### src/hw/rtl/dlpd_pkg.sv
// Package: shared types and constants for the debounced long-press detector.
`timescale 1ns / 1ps
`default_nettype none

package dlpd_pkg;

    // Action codes of an input transaction
    localparam logic [1:0] ACT_INIT = 2'd0;
    localparam logic [1:0] ACT_POLL = 2'd1;
    localparam logic [1:0] ACT_EDGE = 2'd2;

    // Register indexes on the configuration port
    localparam logic [1:0] REG_DEBOUNCE = 2'd0;
    localparam logic [1:0] REG_HOLD     = 2'd1;
    localparam logic [1:0] REG_RELEASE  = 2'd2;

    // Register reset values in milliseconds
    localparam logic [15:0] DEBOUNCE_RST = 16'd40;
    localparam logic [15:0] HOLD_RST     = 16'd2000;
    localparam logic [15:0] RELEASE_RST  = 16'd150;

    localparam int unsigned ADDR_W = 4;
    localparam int unsigned DATA_W = 32;

    typedef struct packed {
        logic [1:0]  action;
        logic [31:0] now_ms;
        logic        pressed;
    } t_in_item;

    typedef struct packed {
        logic        shutdown_request;
        logic        raw_level;
        logic        stable_level;
        logic        armed_flag;
        logic [31:0] trigger_total;
        logic [31:0] edge_total;
    } t_out_item;

    typedef struct packed {
        logic [15:0] debounce_time;
        logic [15:0] hold_time;
        logic [15:0] release_time;
    } t_cfg;

endpackage : dlpd_pkg

`default_nettype wire

### src/hw/rtl/dlpd_cfg.sv
// APB-style configuration registers for the debounced long-press detector.
`timescale 1ns / 1ps
`default_nettype none

module dlpd_cfg
    import dlpd_pkg::*;
(
    input  wire logic              i_clk,
    input  wire logic              i_rst_n,
    input  wire logic              psel,
    input  wire logic              penable,
    input  wire logic              pwrite,
    input  wire logic [ADDR_W-1:0] paddr,
    input  wire logic [DATA_W-1:0] pwdata,
    output logic      [DATA_W-1:0] prdata,
    output logic                   pready,
    output t_cfg                   o_cfg
);

    t_cfg       r_cfg;
    logic       w_wr;
    logic [1:0] w_idx;

    assign pready = 1'b1;
    assign w_wr   = psel && penable && pwrite;
    assign w_idx  = paddr[3:2];

    // Write a register on the access cycle; ignore addresses beyond the list
    always_ff @(posedge i_clk) begin
        if (!i_rst_n) begin
            r_cfg.debounce_time <= DEBOUNCE_RST;
            r_cfg.hold_time     <= HOLD_RST;
            r_cfg.release_time  <= RELEASE_RST;
        end else if (w_wr) begin
            unique case (w_idx)
                REG_DEBOUNCE: r_cfg.debounce_time <= pwdata[15:0];
                REG_HOLD:     r_cfg.hold_time     <= pwdata[15:0];
                REG_RELEASE:  r_cfg.release_time  <= pwdata[15:0];
                default: ;
            endcase
        end
    end

    // Read back the addressed register
    always_comb begin
        unique case (w_idx)
            REG_DEBOUNCE: prdata = {16'd0, r_cfg.debounce_time};
            REG_HOLD:     prdata = {16'd0, r_cfg.hold_time};
            REG_RELEASE:  prdata = {16'd0, r_cfg.release_time};
            default:      prdata = '0;
        endcase
    end

    assign o_cfg = r_cfg;

endmodule : dlpd_cfg

`default_nettype wire

### src/hw/rtl/dlpd_state.sv
// Detector state registers and the single-pass update for one transaction.
`timescale 1ns / 1ps
`default_nettype none

module dlpd_state
    import dlpd_pkg::*;
(
    input  wire logic     i_clk,
    input  wire logic     i_rst_n,
    input  wire logic     i_step,
    input  wire t_in_item i_item,
    input  wire t_cfg     i_cfg,
    output t_out_item     o_result
);

    logic        r_last_raw,      n_last_raw;
    logic        r_stable,        n_stable;
    logic [31:0] r_raw_stamp,     n_raw_stamp;
    logic [31:0] r_press_stamp,   n_press_stamp;
    logic [31:0] r_release_stamp, n_release_stamp;
    logic        r_armed,         n_armed;
    logic [31:0] r_trig_cnt,      n_trig_cnt;
    logic [31:0] r_edge_cnt,      n_edge_cnt;
    logic        n_req;

    logic [31:0] w_raw_age;
    logic [31:0] w_press_age;
    logic [31:0] w_release_age;
    logic [31:0] w_poll_raw_stamp;
    logic        w_settled;
    logic        w_stable;
    logic [31:0] w_press_stamp;
    logic [31:0] w_release_stamp;

    // Poll path: restart debounce timer, adopt stable level, test hold and release
    always_comb begin
        w_poll_raw_stamp = (i_item.pressed != r_last_raw) ? i_item.now_ms : r_raw_stamp;
        w_raw_age        = i_item.now_ms - w_poll_raw_stamp;
        w_settled        = (i_item.pressed != r_stable) &&
                           (w_raw_age >= {16'd0, i_cfg.debounce_time});
        w_stable         = w_settled ? i_item.pressed : r_stable;
        w_press_stamp    = (w_settled && i_item.pressed) ? i_item.now_ms : r_press_stamp;
        if (w_settled) begin
            w_release_stamp = i_item.pressed ? 32'd0 : i_item.now_ms;
        end else begin
            w_release_stamp = r_release_stamp;
        end
        w_press_age   = i_item.now_ms - w_press_stamp;
        w_release_age = i_item.now_ms - w_release_stamp;
    end

    // Select next state by action
    always_comb begin
        n_last_raw      = r_last_raw;
        n_stable        = r_stable;
        n_raw_stamp     = r_raw_stamp;
        n_press_stamp   = r_press_stamp;
        n_release_stamp = r_release_stamp;
        n_armed         = r_armed;
        n_trig_cnt      = r_trig_cnt;
        n_edge_cnt      = r_edge_cnt;
        n_req           = 1'b0;
        unique case (i_item.action)
            ACT_INIT: begin
                n_last_raw      = i_item.pressed;
                n_stable        = i_item.pressed;
                n_raw_stamp     = i_item.now_ms;
                n_press_stamp   = i_item.now_ms;
                n_release_stamp = i_item.now_ms;
                n_armed         = !i_item.pressed;
            end
            ACT_POLL: begin
                n_last_raw      = i_item.pressed;
                n_stable        = w_stable;
                n_raw_stamp     = w_poll_raw_stamp;
                n_press_stamp   = w_press_stamp;
                n_release_stamp = w_release_stamp;
                if (w_stable && r_armed && (w_press_age >= {16'd0, i_cfg.hold_time})) begin
                    n_armed    = 1'b0;
                    n_trig_cnt = r_trig_cnt + 32'd1;
                    n_req      = 1'b1;
                end else if (!w_stable && !r_armed && (w_release_stamp != 32'd0) &&
                             (w_release_age >= {16'd0, i_cfg.release_time})) begin
                    n_armed = 1'b1;
                end
            end
            ACT_EDGE: begin
                n_edge_cnt = r_edge_cnt + 32'd1;
            end
            default: ;
        endcase
    end

    // Hold state; advance on each transaction taken
    always_ff @(posedge i_clk) begin
        if (!i_rst_n) begin
            r_last_raw      <= 1'b0;
            r_stable        <= 1'b0;
            r_raw_stamp     <= '0;
            r_press_stamp   <= '0;
            r_release_stamp <= '0;
            r_armed         <= 1'b0;
            r_trig_cnt      <= '0;
            r_edge_cnt      <= '0;
        end else if (i_step) begin
            r_last_raw      <= n_last_raw;
            r_stable        <= n_stable;
            r_raw_stamp     <= n_raw_stamp;
            r_press_stamp   <= n_press_stamp;
            r_release_stamp <= n_release_stamp;
            r_armed         <= n_armed;
            r_trig_cnt      <= n_trig_cnt;
            r_edge_cnt      <= n_edge_cnt;
        end
    end

    assign o_result.shutdown_request = n_req;
    assign o_result.raw_level        = n_last_raw;
    assign o_result.stable_level     = n_stable;
    assign o_result.armed_flag       = n_armed;
    assign o_result.trigger_total    = n_trig_cnt;
    assign o_result.edge_total       = n_edge_cnt;

endmodule : dlpd_state

`default_nettype wire

### src/hw/rtl/debounced_long_press_detector.sv
// Top level: debounced long-press detector for one button.
//
// Input channel (i_in_valid / o_in_stall / i_in_data) carries one transaction
// per button event: init capture, poll step or edge note, with a millisecond
// timestamp and the sampled pressed level. Output channel (o_out_valid /
// i_out_stall / o_out_data) returns exactly one result per input transaction,
// in order. A transaction is taken at a clock edge with valid high, stall low.
// Each result passes through one input register, then the state update and
// result register. Throughput is one transaction per cycle while the receiver
// does not stall; the next transaction may be taken while a result waits.
// When the receiver stalls, the result register holds; the input register
// still fills, and o_in_stall rises only while both registers are occupied.
// Synchronous reset clears both pipeline registers, the detector state
// (disarmed until init) and both counters, and restores the register defaults
// (debounce 40 ms, hold 2000 ms, release 150 ms).
// Registers sit at APB byte addresses 0, 4 and 8; write them while idle.
`timescale 1ns / 1ps
`default_nettype none

module debounced_long_press_detector
    import dlpd_pkg::*;
(
    input  wire logic              i_clk,
    input  wire logic              i_rst_n,
    input  wire logic              i_in_valid,
    output logic                   o_in_stall,
    input  wire t_in_item          i_in_data,
    output logic                   o_out_valid,
    input  wire logic              i_out_stall,
    output t_out_item              o_out_data,
    input  wire logic              psel,
    input  wire logic              penable,
    input  wire logic              pwrite,
    input  wire logic [ADDR_W-1:0] paddr,
    input  wire logic [DATA_W-1:0] pwdata,
    output logic      [DATA_W-1:0] prdata,
    output logic                   pready
);

    t_cfg      w_cfg;
    t_in_item  r_in;
    logic      r_in_vld;
    t_out_item r_out;
    logic      r_out_vld;
    t_out_item w_result;
    logic      w_out_free;
    logic      w_advance;

    dlpd_cfg u_cfg (
        .i_clk   (i_clk),
        .i_rst_n (i_rst_n),
        .psel    (psel),
        .penable (penable),
        .pwrite  (pwrite),
        .paddr   (paddr),
        .pwdata  (pwdata),
        .prdata  (prdata),
        .pready  (pready),
        .o_cfg   (w_cfg)
    );

    // Move a transaction to the result register when it is free or draining
    assign w_out_free = !r_out_vld || !i_out_stall;
    assign w_advance  = r_in_vld && w_out_free;
    assign o_in_stall = r_in_vld && !w_out_free;

    dlpd_state u_state (
        .i_clk    (i_clk),
        .i_rst_n  (i_rst_n),
        .i_step   (w_advance),
        .i_item   (r_in),
        .i_cfg    (w_cfg),
        .o_result (w_result)
    );

    // Input register: load whenever not stalled
    always_ff @(posedge i_clk) begin
        if (!i_rst_n) begin
            r_in_vld <= 1'b0;
        end else if (!o_in_stall) begin
            r_in_vld <= i_in_valid;
        end
    end

    always_ff @(posedge i_clk) begin
        if (!o_in_stall) begin
            r_in <= i_in_data;
        end
    end

    // Result register: hold while stalled, drop once taken
    always_ff @(posedge i_clk) begin
        if (!i_rst_n) begin
            r_out_vld <= 1'b0;
        end else if (w_advance) begin
            r_out_vld <= 1'b1;
        end else if (!i_out_stall) begin
            r_out_vld <= 1'b0;
        end
    end

    always_ff @(posedge i_clk) begin
        if (w_advance) begin
            r_out <= w_result;
        end
    end

    assign o_out_valid = r_out_vld;
    assign o_out_data  = r_out;

endmodule : debounced_long_press_detector

`default_nettype wire
### config.mk
export PLATFORM = sky130hd
export DESIGN_NAME = debounced_long_press_detector
export DESIGN_NICKNAME = d
export VERILOG_FILES = /design/src/hw/rtl/dlpd_pkg.sv /design/src/hw/rtl/dlpd_cfg.sv /design/src/hw/rtl/dlpd_state.sv /design/src/hw/rtl/debounced_long_press_detector.sv
export SDC_FILE = /design/constraint.sdc
export NUM_CORES = 1
export LEC_CHECK = 0
export BUFFER_PORTS_ARGS = -buffer_cell sky130_fd_sc_hd__buf_2
export CORE_ASPECT_RATIO = 2
export CORE_UTILIZATION = 47
export DETAILED_ROUTE_END_ITERATION = 10
export PLACE_DENSITY = 0.71
export SYNTH_ARGS = -nofsm -noshare
export SYNTH_HDL_FRONTEND = slang
export SYNTH_SLANG_ARGS = --single-unit
### constraint.sdc
create_clock -name i_clk -period 11.25 [get_ports i_clk]
set_input_delay 2.25 -clock i_clk [delete_from_list [all_inputs] [get_ports i_clk]]
set_output_delay 2.25 -clock i_clk [all_outputs]
set_load 0.05 [all_outputs]
Word level (Yosys, flattened, before mapping)
Index checks and enable logic that the tools add are counted.
{"block": "word_totals", "reg_bits": 316, "out_inout_bits": 103}
{"block": "op_classes", "order_cmp": 3, "muxes": 20, "add_sub_neg": 5, "eq_ne": 7, "n_reduce_logical": 27}
{"operator": "32-bit 2-to-1 mux", "n": 7}
{"operator": "32-bit one-hot mux with 2 select lines", "n": 3}
{"operator": "32-bit by 16-bit >= comparator with 1-bit output", "n": 3}
{"operator": "32-bit subtractor", "n": 3}
{"operator": "32-bit by 1-bit adder with 32-bit output (second input constant)", "n": 2}
{"operator": "16-bit one-hot mux with 3 select lines", "n": 1}
{"operator": "32-bit nonzero test", "n": 1}
{"operator": "1-bit logical AND", "n": 11}
{"operator": "2-bit AND reduction", "n": 4}
{"operator": "1-bit 2-to-1 mux", "n": 7}
{"operator": "1-bit zero test", "n": 6}
{"operator": "2-bit by 1-bit equality test with 1-bit output (second input constant)", "n": 2}
{"operator": "2-bit equality test (second input constant)", "n": 2}
{"operator": "2-bit zero test", "n": 2}
{"operator": "1-bit one-hot mux with 2 select lines", "n": 2}
{"operator": "1-bit != test", "n": 2}
{"operator": "2-bit by 1-bit != test with 1-bit output (second input constant)", "n": 1}
{"operator": "2-bit nonzero test", "n": 1}
{"operator": "2-bit OR reduction", "n": 1}
{"operator": "1-bit logical OR", "n": 1}

Depth between registers and ports, before layout
{"block": "depth", "ltp_word": 13, "depth_mapped": 56, "depth_no_buf": 49}

Modules after synthesis
A second synthesis with hierarchy kept.
{"block": "hier_totals", "hier_cells": 2720, "area_unflattened_um2": 22620.4}
{"module": "dlpd_state", "instances": 1, "cells_per_inst": 2344, "seq_area_each_um2": 3263.1, "area_each_um2": 17041.3}
{"module": "debounced_long_press_detector", "instances": 1, "cells_per_inst": 111, "seq_area_each_um2": 3133.0, "area_each_um2": 3173.0}
{"module": "dlpd_cfg", "instances": 1, "cells_per_inst": 265, "seq_area_each_um2": 960.9, "area_each_um2": 2406.1}

Worst setup path after synthesis
Ideal clock, no wire load.
{"block": "synth_path", "kind": "reg2reg", "start": "reg r_in[0] (netlist name)", "end": "reg r_out (netlist bit o_out_data[54]), data pin", "path_buffers": 7, "slack_ns": 0.082, "t_arrival_ns": 10.902, "path_stages_with_launch": 51, "path_cell_list": "edfxtp_1 -> xor2_2 -> buf_2 -> buf_1 -> clkbuf_1 -> mux2i_1 -> ha_1 -> a21o_1 -> or4_4 -> or2_2 -> nand2_1 -> xnor2_1 -> ha_1 -> a211o_1 -> o221a_2 -> a21oi_1 -> o211ai_1 -> a222oi_1 -> [15 not listed] -> nor2_1 -> mux2_2 -> xnor2_1 -> ha_1 -> a211o_1 -> a211oi_1 -> a21oi_1 -> nor4_1 -> nand3b_1 -> a2111oi_0 -> o2111ai_1 -> nor4_1 -> and4b_1 -> buf_2 -> buf_4 -> buf_2 -> nor3_1 -> xor2_1"}
{"block": "synth_between", "elab_chain_cells": 12}
{"item": "from (decl)", "line_no": "debounced_long_press_detector.sv:41", "source": "t_in_item r_in;"}
{"item": "from (signal assigned)", "line_no": "debounced_long_press_detector.sv:87", "source": "r_in <= i_in_data;"}
{"item": "1-bit != test", "line_no": "dlpd_state.sv:37", "source": "w_poll_raw_stamp = (i_item.pressed != r_last_raw) ? i_item.now_ms : r_raw_stamp;"}
{"item": "32-bit 2-to-1 mux", "line_no": "dlpd_state.sv:37"}
{"item": "32-bit subtractor", "line_no": "dlpd_state.sv:38", "source": "w_raw_age = i_item.now_ms - w_poll_raw_stamp;"}
{"item": "32-bit by 16-bit >= comparator with 1-bit output", "line_no": "dlpd_state.sv:40", "source": "(w_raw_age >= {16'd0, i_cfg.debounce_time});"}
{"item": "1-bit logical AND", "line_no": "dlpd_state.sv:39", "source": "w_settled = (i_item.pressed != r_stable) &&"}
{"item": "1-bit logical AND", "line_no": "dlpd_state.sv:42", "source": "w_press_stamp = (w_settled && i_item.pressed) ? i_item.now_ms : r_press_stamp;"}
{"item": "32-bit 2-to-1 mux", "line_no": "dlpd_state.sv:42"}
{"item": "32-bit subtractor", "line_no": "dlpd_state.sv:48", "source": "w_press_age = i_item.now_ms - w_press_stamp;"}
{"item": "32-bit by 16-bit >= comparator with 1-bit output", "line_no": "dlpd_state.sv:78", "source": "if (w_stable && r_armed && (w_press_age >= {16'd0, i_cfg.hold_time})) begin"}
{"item": "1-bit logical AND *", "line_no": "dlpd_state.sv:78"}
{"item": "32-bit 2-to-1 mux *", "line_no": "dlpd_state.sv:78"}
{"item": "32-bit 2-to-1 mux *", "line_no": "dlpd_state.sv:63", "source": "unique case (i_item.action)"}
{"item": "named net u_state.n_trig_cnt[22]", "line_no": "dlpd_state.sv:22", "source": "logic [31:0] r_trig_cnt, n_trig_cnt;"}
{"item": "to (signal assigned)", "line_no": "debounced_long_press_detector.sv:104", "source": "r_out <= w_result;"}
{"item": "to (decl)", "line_no": "debounced_long_press_detector.sv:43", "source": "t_out_item r_out;"}
Mark *: on every way through the listed nets, which the timed path passes. The rest lies on a longest branch.
A chain may end at the register's enable or synchronous reset.

Worst setup path after layout
{"block": "layout_path", "start": "reg r_in[0] (netlist name)", "end": "reg u_state.r_trig_cnt[2]"}
{"block": "layout_between", "elab_chain_cells": 12}
{"item": "1-bit != test", "line_no": "dlpd_state.sv:37"}
{"item": "32-bit 2-to-1 mux", "line_no": "dlpd_state.sv:37"}
{"item": "32-bit subtractor", "line_no": "dlpd_state.sv:38"}
{"item": "32-bit by 16-bit >= comparator with 1-bit output", "line_no": "dlpd_state.sv:40"}
{"item": "1-bit logical AND", "line_no": "dlpd_state.sv:39"}
{"item": "1-bit logical AND", "line_no": "dlpd_state.sv:42"}
{"item": "32-bit 2-to-1 mux", "line_no": "dlpd_state.sv:42"}
{"item": "32-bit subtractor", "line_no": "dlpd_state.sv:48"}
{"item": "32-bit by 16-bit >= comparator with 1-bit output", "line_no": "dlpd_state.sv:78"}
{"item": "1-bit logical AND *", "line_no": "dlpd_state.sv:78"}
{"item": "32-bit 2-to-1 mux *", "line_no": "dlpd_state.sv:78"}
{"item": "32-bit 2-to-1 mux *", "line_no": "dlpd_state.sv:63"}
{"item": "to (signal assigned)", "line_no": "dlpd_state.sv:112", "source": "r_trig_cnt <= n_trig_cnt;"}
{"item": "to (decl)", "line_no": "dlpd_state.sv:22"}
Mark *: on every way between the ends. The rest lies on a longest branch, timed or not.

==> results by group <==
Yosys
  – Seq/Total Area, Yosys: 33.9%
  – Mapped Cells: 2593
  – Post-synth EDFFs: 103
  – Synth area leaders: dfxtp_1 (20%), edfxtp_1 (14%), ha_1 (7.2%)
  – Synthesis Warnings: 0
  – Synth cell count leaders: nand2_1 (313), a21oi_1 (221), dfxtp_1 (213)
  – Cell taking the most area after synthesis: dfxtp_1
  – Yosys cell types: 93
  – Most frequent cell after synthesis: nand2_1
  – Mapped Area: 21700 µm²
  – Post-synth top area share: 19.7%
  – Post-synth ARST share: 0%
  – Yosys reg bits: ~320
  – Mean post-synth cell area: 8.36 µm²
  – Primary FF master, synth: dfxtp_1

Clock network
  – TritonCTS clock tree: done
  – CTS Sinks: 316
  – Clock latency at the later pin of the worst-skew pair: 0.64 ns
  – Reg clk slew, reported paths: 0.07 ns
  – Clock buffer depth: 3
  – CTS Hold Bufs: 0
  – CTS Root Cell: clkbuf_16
  – H-tree levels: 1
  – Inserted Clock Buffers: 31

STA
  – Highest clock rate: 92.6 MHz
  – RSZ-0062 raised after global routing: no
  – Final hold viol count: 0
  – Hold_ws: approximately 0.47 ns
  – Final Max Slew Viols: 0
  – Fin crit share: 96.0%
  – Tmin final: between 10 and 15 ns
  – Worst-Margin Slew: ~1.3 ns
  – Fin Clk Skew: between 0.03 and 0.04 ns
  – Headroom to the max-slew limit: around 11%
  – Setup Viol. Count Final: 0

Floorplan
  – Io pins: between 150 and 200
  – Core area: 45700 µm²
  – Row count: about 110
  – Die H: 306 µm
  – Die X: between 150 and 200 µm
  – Die footprint: 47100 µm²
  – Initial cell density of the core: between 40% and 50%

Global routing
  – GRT overflow: 0
  – Vias in the first global route: a little over 20k
  – Initial antenna violation count: 1
  – GRT Util Overall: 31.0%
  – Largest net degree at the start of global routing: 87
  – First-pass GRT wire length: 113000 µm

Critical path
  – CP Capture Type: register
  – R2r startpoint: r_in[0]$_DFFE_PN_
  – Most used cell, CP: buf_6
  – Critical R2R Capture: u_state.r_trig_cnt[2]$_SDFFE_PN0P_
  – Worst EP required: between 10 and 15 ns
  – Crit path kind: reg2reg
  – Worst R2R Setup Slack: 0.45 ns
  – CP max FO: 7
  – Setup crit start kind: register
  – CP top delay family: simple AND/OR/NAND/NOR gates
  – Worst Path Buf+Inv: 10
  – Crit path from: r_in[0]$_DFFE_PN_
  – Worst path max stage delay: 0.54 ns
  – Worst path slowest cell: or4_4
  – Reg2reg path depth: 52
  – Critical path arrival: 11.29 ns

Layout
  – NumNets Final: 2995
  – Ant. Diodes: 0
  – Area growth syn-to-layout: 16.4%
  – Layout cell share with drive strength beyond 1: roughly 16%

Placement
  – Detailed Place HPWL: approximately 57000 µm
  – IO Port Bufs: 145
  – Final Wtd Congestion: 0.969

Detailed routing
  – Total iterations of the first detailed-routing run: 6
  – Max layer used: met4
  – Final WL: about 75000 µm
  – Vias post-DR: 21.0k
  – Vias per cell: approximately 6.2
  – Residual DRC: 0
  – Met3 WL: 3580 µm
  – DR WL met2: about 40000 µm
  – Wire length on met1: 24600 µm
  – Antenna viol nets, final: 0
  – Post-DR wirelength/cell: 22.2 µm
  – Starting DRT DRC Count: around 1.4k

Pwr
  – Peak VDD IR: 126 µV
  – Leak Pwr: 10.7 nW
  – Total power after layout: 3.25 mW
  – PwrDens: 129 nW/µm²

Worst hold path
  – Hold Crit Start: u_state.r_press_stamp[11]$_SDFFE_PN0P_
  – WHS Endpoint: u_state.r_press_stamp[11]$_SDFFE_PN0P_
  – Hold path depth: 2
  – Hold WC Path Type: reg2reg

Flow run
  – Max_cap viols: 0

Run status
  – Status: completed
## logic make-up after synthesis
logic type      Yosys count  share of synthesized area [%]
flops                   316                           33.9
xor+xnor                161                           6.54
compound gates          769                           23.6
other cells               2                         0.0346
simple gates            859                           19.5
mux                      70                           3.26
buf+inv                 277                           5.24
fa+ha+maj               139                           7.90
## registers in the layout, summed over array words and instances, names as in the netlist
| name | cells |
|---|---|
| o_out_data | 68 |
| u_state.r_trig_cnt | 32 |
| u_state.r_armed | 1 |
| u_state.r_press_stamp | 32 |
| u_cfg.o_cfg | 48 |
| u_state.r_edge_cnt | 32 |
| u_state.r_release_stamp | 32 |
| u_state.r_last_raw | 1 |
| r_in | 35 |
| o_out_valid | 1 |
| u_state.r_raw_stamp | 32 |
| u_state.r_stable | 1 |
| r_in_vld | 1 |
## worst min-delay path, cell delays in order (launching register included)
cell	delay (ns)
dfxtp_1	0.32
nand2_1	0.05
a21oi_1	0.05
## layer usage
layer	track usage, %	vias to the layer above
li1	-	9834
met1	29.2	10010
met2	58.5	861
met3	3.52	304
met4	27.3	0
met5	0	-
## cells in the final DEF, fill, tap and decap left out, types with 53 or more instances in the layout
cell	count
nand2_1	311
dfxtp_1	213
a21oi_1	212
buf_4	163
o21ai_0	154
nor2_1	145
buf_2	145
ha_1	121
xor2_1	108
edfxtp_1	103
inv_1	98
mux2i_1	63
o211a_1	58
a21o_1	53
## power by group
part	leakage (nW)	internal [mW]	total (mW)	switching, mW
clock network	0.478	0.557	1.04	0.478
logic	7.53	0.373	0.963	0.590
registers	2.70	1.22	1.25	0.0327
## layout make-up
| class | count | area, µm² |
|---|---|---|
| clock buffer | 47 | 907 |
| clock inverter | 11 | 70.1 |
| fill | 4148 | 20400 |
| inverter | 103 | 392 |
| multi-input combinational | 2015 | 13600 |
| sequential | 316 | 7360 |
| tap | 565 | 707 |
| timing repair buffer | 324 | 2200 |
## timing repair
action                     4_1_cts  5_1_grt
setup buffers                    2       16
resized for setup               10       76
pin swaps                        4       45
cloned                           0        2
setup endpoints to repair       67       67
## stage by stage
step,setup TNS (ns),area [µm²],util [%],std cells,worst slack [ns]
5_1_grt,0,25200,55.2,3381,0.0357
2_1_floorplan,0,21700,-,2608,0.0823
6_report,0,25200,55.2,3381,0.453
3_3_place_gp,-18.81,23700,51.9,3304,-0.410
3_5_place_dp,-16.61,23700,51.9,3304,-0.362
4_1_cts,0,24800,54.2,3364,0.0129
## worst max path at each step
stage	to	slack (ns)	depth (start not counted)
after floorplan	o_out_data[54]$_DFFE_PP_	0.08	50
final	u_state.r_trig_cnt[2]$_SDFFE_PN0P_	0.45	52
after CTS	o_out_data[33]$_DFFE_PP_	0.01	48
after global routing	u_state.r_trig_cnt[3]$_SDFFE_PN0P_	0.04	53
after detailed placement	o_out_data[33]$_DFFE_PP_	-0.36	50
after global placement	o_out_data[33]$_DFFE_PP_	-0.41	54
Note: power is estimated with default switching activity, not from simulation.
